File: src/hdl/bcs_pkg.sv
// Shared types, fixed-point constants and command codes for the battery charge step.
// No dependencies; compiled first.
package bcs_pkg;

  localparam int FRAC_BITS = 16;

  // Fixed-point constants, rounded to nearest
  localparam logic signed [31:0] E0_FX =
    32'((124659 * (longint'(1) << FRAC_BITS) + 5000) / 10000);
  localparam logic signed [31:0] R_FX =
    32'((25 * (longint'(1) << FRAC_BITS) + 500) / 1000);
  localparam logic signed [31:0] K_FX =
    32'((47 * (longint'(1) << FRAC_BITS) + 500) / 1000);
  localparam logic signed [31:0] A_FX =
    32'((83 * (longint'(1) << FRAC_BITS) + 50) / 100);
  localparam logic [21:0] V_MAX = 22'(32 << FRAC_BITS);
  localparam logic [21:0] V_RESET = 22'(12 << FRAC_BITS);

  // Register reset values
  localparam logic [25:0] CAP_RESET = 26'd458752;
  localparam logic [16:0] DT_RESET = 17'd16384;
  localparam logic [21:0] CUT_HI_RESET = 22'd878182;
  localparam logic [21:0] TAPER_RESET = 22'd865075;
  localparam logic [21:0] CUT_LO_RESET = 22'd681574;

  // Register indexes
  localparam logic [2:0] CFG_CAP = 3'd0;
  localparam logic [2:0] CFG_DT = 3'd1;
  localparam logic [2:0] CFG_CUT_HI = 3'd2;
  localparam logic [2:0] CFG_TAPER = 3'd3;
  localparam logic [2:0] CFG_CUT_LO = 3'd4;

  // Divider iteration counts
  localparam logic [4:0] DIV1_STEPS = 5'd31;
  localparam logic [4:0] DIV2_STEPS = 5'd23;

  // Datapath operations
  localparam logic [3:0] OP_NONE = 4'd0;
  localparam logic [3:0] OP_LOAD = 4'd1;
  localparam logic [3:0] OP_G1 = 4'd2;
  localparam logic [3:0] OP_G2 = 4'd3;
  localparam logic [3:0] OP_GD = 4'd4;
  localparam logic [3:0] OP_EZ = 4'd5;
  localparam logic [3:0] OP_DS1 = 4'd6;
  localparam logic [3:0] OP_DIV = 4'd7;
  localparam logic [3:0] OP_CF = 4'd8;
  localparam logic [3:0] OP_CS = 4'd9;
  localparam logic [3:0] OP_VT = 4'd10;
  localparam logic [3:0] OP_CT = 4'd11;
  localparam logic [3:0] OP_CH = 4'd12;
  localparam logic [3:0] OP_PM = 4'd13;
  localparam logic [3:0] OP_DS2 = 4'd14;
  localparam logic [3:0] OP_WB = 4'd15;

  typedef struct packed {
    logic [3:0] op;
  } bcs_cmd_t;

  typedef struct packed {
    logic coef_sat;
  } bcs_stat_t;

endpackage

File: src/hdl/bcs_ctrl.sv
// Sequencer of the battery charge step: step states, divider count, handshakes.
// Depends on bcs_pkg; commands bcs_datapath.
module bcs_ctrl import bcs_pkg::*; (
  input  logic      clk,
  input  logic      rst_n,
  input  logic      in_valid,
  output logic      in_ready,
  output logic      out_valid,
  input  logic      out_ready,
  input  bcs_stat_t stat,
  output bcs_cmd_t  cmd
);

  localparam logic [3:0] ST_IDLE = 4'd0;
  localparam logic [3:0] ST_G1 = 4'd1;
  localparam logic [3:0] ST_G2 = 4'd2;
  localparam logic [3:0] ST_GD = 4'd3;
  localparam logic [3:0] ST_EZ = 4'd4;
  localparam logic [3:0] ST_DS1 = 4'd5;
  localparam logic [3:0] ST_DV1 = 4'd6;
  localparam logic [3:0] ST_CF = 4'd7;
  localparam logic [3:0] ST_CS = 4'd8;
  localparam logic [3:0] ST_VT = 4'd9;
  localparam logic [3:0] ST_CT = 4'd10;
  localparam logic [3:0] ST_CH = 4'd11;
  localparam logic [3:0] ST_PM = 4'd12;
  localparam logic [3:0] ST_DS2 = 4'd13;
  localparam logic [3:0] ST_DV2 = 4'd14;
  localparam logic [3:0] ST_WB = 4'd15;

  logic [3:0] state_r, state_nxt;
  logic [4:0] cnt_r, cnt_nxt;
  logic out_valid_r, out_valid_nxt;
  logic in_acc;

  assign in_ready = (state_r == ST_IDLE);
  assign in_acc = in_valid && in_ready;
  assign out_valid = out_valid_r;

  always_comb begin
    state_nxt = state_r;
    cnt_nxt = cnt_r;
    out_valid_nxt = out_valid_r && !out_ready;
    cmd.op = OP_NONE;
    unique case (state_r)
      ST_IDLE: begin
        if (in_acc) begin
          cmd.op = OP_LOAD;
          state_nxt = ST_G1;
        end
      end
      ST_G1: begin
        cmd.op = OP_G1;
        state_nxt = ST_G2;
      end
      ST_G2: begin
        cmd.op = OP_G2;
        state_nxt = ST_GD;
      end
      ST_GD: begin
        cmd.op = OP_GD;
        state_nxt = ST_EZ;
      end
      ST_EZ: begin
        cmd.op = OP_EZ;
        state_nxt = ST_DS1;
      end
      ST_DS1: begin
        cmd.op = OP_DS1;
        cnt_nxt = DIV1_STEPS;
        // skip the divide when the quotient saturates anyway
        state_nxt = stat.coef_sat ? ST_CF : ST_DV1;
      end
      ST_DV1: begin
        cmd.op = OP_DIV;
        cnt_nxt = cnt_r - 5'd1;
        if (cnt_r == 5'd1) begin
          state_nxt = ST_CF;
        end
      end
      ST_CF: begin
        cmd.op = OP_CF;
        state_nxt = ST_CS;
      end
      ST_CS: begin
        cmd.op = OP_CS;
        state_nxt = ST_VT;
      end
      ST_VT: begin
        cmd.op = OP_VT;
        state_nxt = ST_CT;
      end
      ST_CT: begin
        cmd.op = OP_CT;
        state_nxt = ST_CH;
      end
      ST_CH: begin
        cmd.op = OP_CH;
        state_nxt = ST_PM;
      end
      ST_PM: begin
        cmd.op = OP_PM;
        state_nxt = ST_DS2;
      end
      ST_DS2: begin
        cmd.op = OP_DS2;
        cnt_nxt = DIV2_STEPS;
        state_nxt = ST_DV2;
      end
      ST_DV2: begin
        cmd.op = OP_DIV;
        cnt_nxt = cnt_r - 5'd1;
        if (cnt_r == 5'd1) begin
          state_nxt = ST_WB;
        end
      end
      ST_WB: begin
        // hold until the output register is free
        if (!out_valid_r || out_ready) begin
          cmd.op = OP_WB;
          out_valid_nxt = 1'b1;
          state_nxt = ST_IDLE;
        end
      end
      default: state_nxt = ST_IDLE;
    endcase
  end

  always_ff @(posedge clk) begin
    if (!rst_n) begin
      state_r <= ST_IDLE;
      cnt_r <= 5'd0;
      out_valid_r <= 1'b0;
    end else begin
      state_r <= state_nxt;
      cnt_r <= cnt_nxt;
      out_valid_r <= out_valid_nxt;
    end
  end

  a_accept_leaves_idle: assert property (@(posedge clk) disable iff (!rst_n)
    in_acc |=> state_r == ST_G1)
    else $error("accepted word did not start the sequence");
  a_div_count_live: assert property (@(posedge clk) disable iff (!rst_n)
    (state_r == ST_DV1 || state_r == ST_DV2) |-> cnt_r != 5'd0)
    else $error("divider running with empty count");
  a_wb_blocked_holds: assert property (@(posedge clk) disable iff (!rst_n)
    (state_r == ST_WB && out_valid_r && !out_ready) |=> state_r == ST_WB)
    else $error("write-back overran a pending word");
  a_valid_from_wb: assert property (@(posedge clk) disable iff (!rst_n)
    $rose(out_valid_r) |-> $past(state_r) == ST_WB)
    else $error("result raised outside write-back");

endmodule

File: config.mk
export PLATFORM = sky130hd
export DESIGN_NAME = bcs_ctrl
export DESIGN_NICKNAME = d
export VERILOG_FILES = /design/src/hdl/bcs_pkg.sv /design/src/hdl/bcs_ctrl.sv
export SDC_FILE = /design/constraint.sdc
export NUM_CORES = 1
export LEC_CHECK = 0
export ABC_CLOCK_PERIOD_IN_PS = 1700
export BUFFER_PORTS_ARGS = -buffer_cell sky130_fd_sc_hd__buf_4
export CAP_MARGIN = 20
export CORE_UTILIZATION = 45
export DETAILED_ROUTE_END_ITERATION = 8
export GPL_TIMING_DRIVEN = 0
export PLACE_DENSITY = 0.66
export SYNTH_ARGS = -nofsm -noshare
export SYNTH_HDL_FRONTEND = slang
export SYNTH_SLANG_ARGS = --single-unit
File: constraint.sdc
create_clock -name clk -period 1.7 [get_ports clk]
set_input_delay 0.085 -clock clk [delete_from_list [all_inputs] [get_ports clk]]
set_output_delay 0.085 -clock clk [all_outputs]
set_load 0.03 [all_outputs]
After elaboration in Yosys (flattened, before gate mapping)
Index checks and enable logic that the tools add are counted.
{"block": "word_totals", "word_cells": 45, "out_inout_bits": 6, "inputBits": 5, "latch_bits": 0, "reg_bits": 10, "romBits": 0, "mem_count": 0, "mem_bits_rw": 0}
{"block": "op_classes", "shift": 0, "n_eq_ne": 20, "n_div": 0, "order_cmp": 0, "n_bitwise": 0, "reduce_logical": 9, "muxes": 12, "add_sub_neg": 1, "n_mul": 0}
{"op": "case mux 4 bit (16 select lines)", "count": 1}
{"op": "case mux 4 bit (15 select lines)", "count": 1}
{"op": "== test 4 bit, second input constant", "count": 8}
{"op": "2-to-1 mux 4 bit", "count": 5}
{"op": "== test 4 x 3 -> 1 bit, second input constant", "count": 4}
{"op": "case mux 5 bit (3 select lines)", "count": 1}
{"op": "== test 4 x 2 -> 1 bit, second input constant", "count": 2}
{"op": "inequality test 2 bit, second input constant", "count": 3}
{"op": "== test 5 x 1 -> 1 bit, second input constant", "count": 1}
{"op": "subtractor 5 x 1 -> 5 bit, second input constant", "count": 1}
{"op": "== test 4 x 1 -> 1 bit, second input constant", "count": 1}
{"op": "logical NOT 4 bit", "count": 1}
{"op": "2-to-1 mux 1 bit", "count": 4}
{"op": "AND reduction 4 bit", "count": 1}
{"op": "nonzero test 3 bit", "count": 1}
{"op": "logical AND 1 bit", "count": 2}
{"op": "logical NOT 1 bit", "count": 2}
{"op": "inequality test 2 x 1 -> 1 bit, second input constant", "count": 1}
{"op": "OR reduction 2 bit", "count": 1}
{"op": "logical OR 1 bit", "count": 1}

Longest topological paths before layout
Gate-level depths: netlist (run 1).
{"block": "depth", "word_depth": 4, "ltp_mapped": 5, "ltp_nobuf": 5}

Worst setup path after synthesis (run 1)
Ideal clock, no wire load.
{"block": "synth_timing", "path_kind": "register -> output", "start": "reg state_r[0]", "end": "out cmd[2] (netlist name)", "setup_slack_ns": 0.218, "t_arrival_ns": 1.397, "t_required_ns": 1.615, "path_stages_with_launch": 4, "n_path_buf": 1, "path_cell_list": "dfxtp_1 buf_2 a21oi_1 o21ai_0"}
{"item": "start: declaration", "line_no": "bcs_ctrl.sv:31", "text": "logic [3:0] state_r, state_nxt;"}
{"item": "start signal: assignment", "line_no": "bcs_ctrl.sv:135", "text": "state_r <= state_nxt;"}
{"item": "end: declaration", "line_no": "bcs_ctrl.sv:11", "text": "output bcs_cmd_t cmd"}

==> results.cfg, run 1 <==
[finish]
layout_common_cells = 11 x buf_4, 7 x dfxtp_1, 6 x o21ai_0
post-route-util_pct = 59.40
multi_input_area_um2 = 400.4
layout_commonest_cell = buf_4
regArea_um2 = 203.9
antennaDiodeCount = 0
drive_gt1_share_pct = 31.40
area_growth_syn_to_layout_pct = 22.74
nets = 94
fill_cells = 132

[synth]
ys.flop_type = dfxtp_1
netlist_instances = 72
synth_area_per_cell_um2 = 8.637
async_flop_share_pct = 0
yosysSeqAreaShare_pct = 32.19
syn_area_um2 = 621.8
synth_nets = 79
yosysWarnings = 0
synth-seq-cells = 10
ys_types = 34
synth_edf_count = 0

[timing]
clock_skew_ns = 0.002371
fin_crit_sh_pct = 94.32
fmax_mhz = 623.7
rsz0062_at_grt = no
tns_ns = 0
worst_slew_pin_slew_ns = 0.2696
final_max_slew_viol_count = 0
finalCriticalPeriod_ns = 1.603
hold_viol_final = 0
max-slew-margin-rel_pct = 81.99
setup_violations = 0

[die]
dieWidth_um = 39.18
std_cell_rows = 13
die_area_um2 = 1535
start_util_pct = 48.39
core-area_um2 = 1285
die_h_um = 39.18
io_pins = 11

[clock_network]
clk_latency_ns = 0.27
cts-root-buf = clkbuf_4
cts.sinks = 10
clockBufferDepth = 2
cts_inserted_buffers = 3
cts_tree = built
path_clk_slew_ns = 0.07
htreeDepth = 1

[worst_setup_path]
startpoint = state_r[2]
end_kind = primary output
worst_ep_arrival_time_ns = 1.52
worst_ep_required_time_ns = 1.62
rr_startpoint = cnt_r[0]
rr_endpoint = cnt_r[2]
worst-path-max-fanout = 10
reg2reg_depth = 5
crit_type = reg -> out
cp-start-kind = register
r2r_slack_ns = 0.45

[routing]
first_pass_iters = 2
totalWireLength_mm = 1.417
vias = 568
drt_iter0_markers = 8
drc = 0
viasPerCell = 5.624
wl_per_cell_um = 14.03
drtAntennaViolNets = 0

[hold_path]
hp-class = in -> reg
min_path_cells = 3
hp-start = in_valid
min_to = state_r[1]

[run]
maxCapViolCount = 0

[power]
irDropWorstVdd_mv = 0.5644
p_leak_uw = 0.0003566
powerDensity_nw_per_um2 = 882.4

[global_routing]
track_usage_pct = 21.60
grt_max_degree = 11
grt_pass1_vias = 468
grt_pass1_wl_mm = 2.118
antenna_found_initial = 0
gr-total-overflow = 0

[placed_design]
hpwl_um = 914
io_buffers = 10
gp_congestion = 0.7342

[status]
status = finished clean
-- power breakdown --
group	switching, uW	internal (uW)	total [uW]
sequential	14.9	245	260
combinational	103	83.3	186
clock	97.9	130	228
total	215	458	674
-- metrics by stage --
step / std cells / instance area (um2) / power (uW) / worst slack (ns) / hold WS, ns
3_5_place_dp: 97 / 715.7 / 448.0 / 0.3022 / 0.3733
5_1_grt: 101 / 763.2 / 698.3 / 0.01303 / 0.09427
4_1_cts: 101 / 759.5 / 672.9 / 0.04803 / 0.09021
2_1_floorplan: 72 / 621.8 / 393.2 / 0.2175 / 0.2184
6_report: 101 / 763.2 / 673.5 / 0.09654 / 0.08956
3_3_place_gp: 97 / 715.7 / 448.9 / 0.2676 / 0.3633
-- repair_timing --
| item | in CTS | in global routing |
|---|---|---|
| pin swaps | 0 | 1 |
| gates cloned | 0 | 0 |
| setup endpoints to repair | 1 | 1 |
| hold buffers | 0 | 0 |
| buffers inserted | 0 | 0 |
| gates resized for setup | 2 | 3 |
-- per-layer routing --
metal	part of all wire, %	wire length [um]	GRT usage, %
met5	0	0	0
met2	41	585	29.17
met4	3.0	42	15.52
met1	54	760	30.10
met3	2.1	30	3.468
-- how the worst max path moves through the flow --
stage,depth (start not counted),slack (ns),endpoint
after global routing,5,0.01,cmd[0]
after global placement,5,0.27,cmd[0]
after CTS,5,0.05,cmd[0]
final,5,0.1,cmd[0]
after detailed placement,5,0.30,cmd[0]
after floorplan,3,0.22,cmd[2]
-- synth_stat cells (2+ instances only) --
library cell	n	share of area, %
a21oi_1	5	4.0
nor2b_1	3	3.0
nand2b_1	3	3.0
xnor2_1	2	2.8
o21ai_0	6	4.8
nand3_1	2	1.6
nand2_1	2	1.2
dfxtp_1	10	32
buf_2	2	1.6
o21a_1	2	2.4
nor2_1	5	3.0
a21boi_0	3	3.6
ha_1	2	4.0
o211a_1	3	4.8
inv_1	3	1.8
-- worst max-delay path, cell delays in order, from the launching register on --
cell      delay, ns
dfxtp_2        0.36
buf_4          0.16
nand4_1        0.18
nand2b_4       0.23
a21oi_1        0.15
buf_4          0.17
-- state kept, by name, indices dropped and copies added (netlist names) --
register / count
cnt_r: 5
out_valid: 1
state_r: 4
-- logic make-up (layout without fill, tap and decap cells) --
group,after synthesis,in the layout,share of synthesized area (%)
AO/OA/AOI/OAI,27,27,31.59
AND/OR/NAND/NOR,24,24,22.94
flip-flops,10,10,32.19
buffers and inverters,6,20,4.628
adder cells (fa/ha/maj),2,2,4.024
XOR/XNOR,2,2,2.817
multiplexers,1,1,1.811
-- cell type report --
type / instances / area share, %
Inverter: 3 / 1.475
Timing Repair Buffer: 10 / 9.836
Tap cell: 15 / 2.459
Buffer: 3 / 2.295
Sequential cell: 10 / 26.72
Multi-Input combinational cell: 56 / 52.46
Clock buffer: 4 / 4.754
Note: power is estimated with default switching activity, not from simulation.
==> run 2, diff against run 1 <==
- PLACE_DENSITY: 0.66 -> 0.76
==> run 2 against run 1 <==
  * Sequential share of layout area about the same
  * Total power decreased by 8.3%
  * Wire length increased by 4.0%
  * Highest routed layer unchanged
  * Critical endpoint unchanged
  * Clock-buffer cell count decreased by 1
  * Non-clock buffer count increased by 1
  * Largest cell class unchanged
  * Design area decreased by 1.1%
==> results.cfg, run 2 (synthesis gave the netlist of run 1 again) <==
[clock_network]
cts_inserted_buffers = 3
path_clk_slew_ns = 0.07
htreeDepth = 1
cts-root-buf = clkbuf_4
cts_hold_buf = 0
cts.sinks = 10
clockBufferDepth = 2
cts_tree = built
clk_latency_ns = 0.27

[finish]
layout_common_cells = 12 x buf_4, 9 x dfxtp_1, 6 x o21ai_0
post-route-util_pct = 58.71
area_growth_syn_to_layout_pct = 21.33
largest_reg_flops = 5
antennaDiodeCount = 0
nets = 95
regMostFlops = cnt_r
layout_commonest_cell = buf_4
drive_gt1_share_pct = 29.07

[worst_setup_path]
cp_top_family = simple AND/OR/NAND/NOR gates
slowest_stage = dfxtp_1
crit_top_cell = buf_4
worst_ep_required_time_ns = 1.62
crit_type = reg -> out
cp-start-kind = register
cp_slowest_stage_delay_ns = 0.39
path_cells = buf_4, nand4_1, nand2b_4, a21oi_1, buf_4
worst-path-max-fanout = 10
end_kind = primary output
crit_buf_inv = 2
worst_ep_arrival_time_ns = 1.57

[timing]
worst_slew_pin_slew_ns = 0.2749
final_max_slew_viol_count = 0
finalCriticalPeriod_ns = 1.656
hold_viol_final = 0
tns_ns = 0
fin_crit_sh_pct = 97.43
clock_skew_ns = 0.002891
holdWs_ns = 0.09393
max-slew-margin-rel_pct = 81.65
setup_slack_ns = 0.04376
fmax_mhz = 603.8
setup_violations = 0

[global_routing]
antenna_found_initial = 0
grt_pass1_vias = 528
grt_max_degree = 11
track_usage_pct = 22.46
gr-total-overflow = 0
grt_pass1_wl_mm = 2.256

[power]
p_leak_uw = 0.0003525
irDropWorstVdd_mv = 0.4390
powerDensity_nw_per_um2 = 819.0
power_uw = 617.9

[die]
die_h_um = 39.18
dieWidth_um = 39.18
io_pins = 11
die_area_um2 = 1535
core-area_um2 = 1285
std_cell_rows = 13
start_util_pct = 48.39

[routing]
drtAntennaViolNets = 0
vias = 617
drt_iter0_markers = 24
viasPerCell = 6.109
first_pass_iters = 4
totalWireLength_mm = 1.474
drc = 0
wl_per_cell_um = 14.59

[hold_path]
hp-class = in -> reg

[run]
maxCapViolCount = 0

[placed_design]
place_ws_ns = 0.2883
io_buffers = 10
hpwl_mm = 1.024
gp_congestion = 0.8114

[status]
status = finished clean
## run 2: repair_timing
| action | CTS | global route |
|---|---|---|
| endpoints found under the hold margin | 0 | 0 |
| pin swaps | 0 | 1 |
| gates cloned | 0 | 0 |
| buffers inserted | 0 | 1 |
| endpoints found under the setup margin | 1 | 1 |
| gates resized for setup | 1 | 1 |
## run 2: power by group
group | total [uW] | leakage, uW | switching, uW | internal [uW]
combinational | 189 | 0.000257 | 106 | 83.2
clock | 168 | 0.0000138 | 85.8 | 82.0
sequential | 261 | 0.0000814 | 16.1 | 245
## run 2: layout make-up
cell class                      count  area, um2
Fill cell                         123      530.5
Multi-Input combinational cell     56      400.4
Sequential cell                    10      201.4
Timing Repair Buffer               11      82.58
Clock buffer                        3      22.52
Tap cell                           15      18.77
Buffer                              3      17.52
Inverter                            3      11.26
## run 2: stage by stage
stage	instance area [um2]	cells
detailed placement	715.7	97
finish	754.5	101
floorplan	621.8	72
global placement	715.7	97
global route	754.5	101
CTS	745.7	100
## run 2: final timing paths
check	endpoint	slack, ns	start	cells past startpoint
hold reg to reg	cnt_r[3]	0.60	cnt_r[3]	2
hold / removal	state_r[1]	0.09	in_valid	3
setup reg to reg	state_r[0]	0.32	state_r[2]	5
setup / recovery	cmd[0]	0.04	state_r[2]	5
## run 2: routing by layer
metal / track usage [%] / up-vias / part of all wire (%)
met4: 12.93 / 0 / 1.7
met3: 5.202 / 4 / 3.8
li1: - / 298 / -
met5: 0 / - / 0
met2: 33.75 / 17 / 50
met1: 28.82 / 298 / 44
## run 2: worst min-delay path, delay by kind of cell
kind	cells	cell delay [ns]
and+or+nand+nor	1	0.09
AOI/OAI and AO/OA	1	0.06
buffers and inverters	1	0.09
==> run 3, diff against run 2 <==
- ABC_CLOCK_PERIOD_IN_PS: 1700 -> 1900
- clock period: 1.7 -> 1.9 ns (I/O delays scaled with it)
==> run 3 against run 2 <==
  * Die area is the same
  * Non-clock buffer count fell by 1
  * Flip-flop and latch count stayed put
  * First-iteration DRC count fell by 63%
  * Combinational power decreased by 12%
  * Sequential power down 11%
  * Register-to-register slack better by 0.29 ns
  * Wire length decreased by 3.3%
  * Design area fell by 2.2%
  * Critical path type unchanged
  * Highest routed layer unchanged
==> results.cfg, run 3 (synthesis gave the netlist of run 1 again) <==
[status]
status = finished clean

[timing]
clock_skew_ns = 0.002973
worst_slew_pin_slew_ns = 0.2810
fin_crit_sh_pct = 90.52
fmax_mhz = 581.5
max-slew-margin-rel_pct = 81.24
finalCriticalPeriod_ns = 1.720
final_max_slew_viol_count = 0
holdWs_ns = 0.1017
hold_viol_final = 0
rsz0062_at_grt = no
tns_ns = 0
setup_violations = 0

[global_routing]
grt_pass1_wl_mm = 2.270
grt_pass1_vias = 526
antenna_found_initial = 0
track_usage_pct = 22.70
grt_max_degree = 11
gr-total-overflow = 0

[clock_network]
cts_tree = built
cts_inserted_buffers = 3
path_clk_slew_ns = 0.07
clockBufferDepth = 2
ctsResizeCount = 0
htreeDepth = 1
cts_setup_buffers = 0
clk_latency_ns = 0.27
cts-root-buf = clkbuf_4
cts.sinks = 10
cts_hold_buf = 0

[die]
start_util_pct = 48.39
die_area_um2 = 1535
die_h_um = 39.18
core-area_um2 = 1285
dieWidth_um = 39.18
io_pins = 11
std_cell_rows = 13

[worst_setup_path]
cp_top_family = simple AND/OR/NAND/NOR gates
end_kind = primary output
crit_buf_inv = 2
worst_ep_arrival_time_ns = 1.62
slowest_stage = dfxtp_1
crit_top_cell = buf_4
crit_type = reg -> out
cp-start-kind = register
cp_slowest_stage_delay_ns = 0.37
worst_ep_required_time_ns = 1.80
worst-path-max-fanout = 10
path_cells = buf_4, nand4_1, nand2b_1, a21oi_1, buf_4

[routing]
vias = 614
totalWireLength_mm = 1.425
viasPerCell = 6.140
drt_iter0_markers = 9
wl_per_cell_um = 14.25
drc = 0
first_pass_iters = 4
drtAntennaViolNets = 0

[finish]
nets = 94
largest_reg_flops = 5
regMostFlops = cnt_r
layout_common_cells = 11 x buf_4, 10 x dfxtp_1, 6 x o21ai_0
layout_commonest_cell = buf_4
antennaDiodeCount = 0
area_growth_syn_to_layout_pct = 18.71
drive_gt1_share_pct = 25.88
final_cells = 100

[power]
p_leak_uw = 0.0003368
swShare_pct = 33.58
power_uw = 551.2
p_switching_uw = 185.1
seqPwrFrac_pct = 42.2
pwr-share-clk_pct = 27.5
p_int_uw = 366.1
powerDensity_nw_per_um2 = 746.6
combinationalPowerShare_pct = 30.3
irDropWorstVdd_mv = 0.4526

[placed_design]
hpwl_mm = 1.024
placed_cells = 97
gp_congestion = 0.8114
io_buffers = 10

[run]
maxCapViolCount = 0

[hold_path]
hp-class = in -> reg
-- run 3: changes by cell type in the layout (fill, tap and decap cells not counted), sizes merged --
cell | before | now
buf | 14 | 13
-- run 3: path summary, 6_finish.rpt --
| kind | start | to | slack [ns] | cells after the start |
|---|---|---|---|---|
| min | in_valid | state_r[1] | 0.10 | 3 |
| max | state_r[2] | cmd[0] | 0.18 | 5 |
| min reg2reg | out_valid | out_valid | 0.60 | 2 |
| max reg2reg | state_r[1] | state_r[0] | 0.61 | 3 |
-- run 3: power groups by stage --
stage | Clock (uW) | Sequential [uW] | Combinational (uW)
2_1_floorplan | 0 | 232 | 119
3_3_place_gp | 0 | 236 | 164
3_5_place_dp | 0 | 237 | 167
4_1_cts | 153 | 232 | 168
5_1_grt | 162 | 234 | 181
6_report | 151 | 233 | 167
-- run 3: worst min-delay path, cell delays in order --
cell     delay, ns
buf_4         0.09
o21ai_2       0.06
nor2_1        0.09
-- run 3: layer usage --
layer | track usage, % | vias to the layer above | wire [um]
li1 | - | 292 | -
met1 | 29.17 | 302 | 613
met2 | 34.17 | 16 | 719
met3 | 5.202 | 4 | 65
met4 | 12.93 | 0 | 26
met5 | 0 | - | 0
-- run 3: final cells by class --
type | count | area [um2]
Tap cell | 15 | 18.77
Sequential cell | 10 | 200.2
Fill cell | 125 | 546.8
Inverter | 3 | 11.26
Buffer | 3 | 17.52
Multi-Input combinational cell | 56 | 392.9
Timing Repair Buffer | 10 | 75.07
Clock buffer | 3 | 22.52
-- run 3: stage by stage --
stage                     setup slack (ns)  utilization, %  area (um2)
after floorplan                     0.4075               -       621.8
after global placement              0.4917           55.70       715.7
after detailed placement            0.4783           55.70       715.7
after CTS                           0.1778           57.45       738.2
after global routing               0.04182           57.45       738.2
final                               0.1802           57.45       738.2
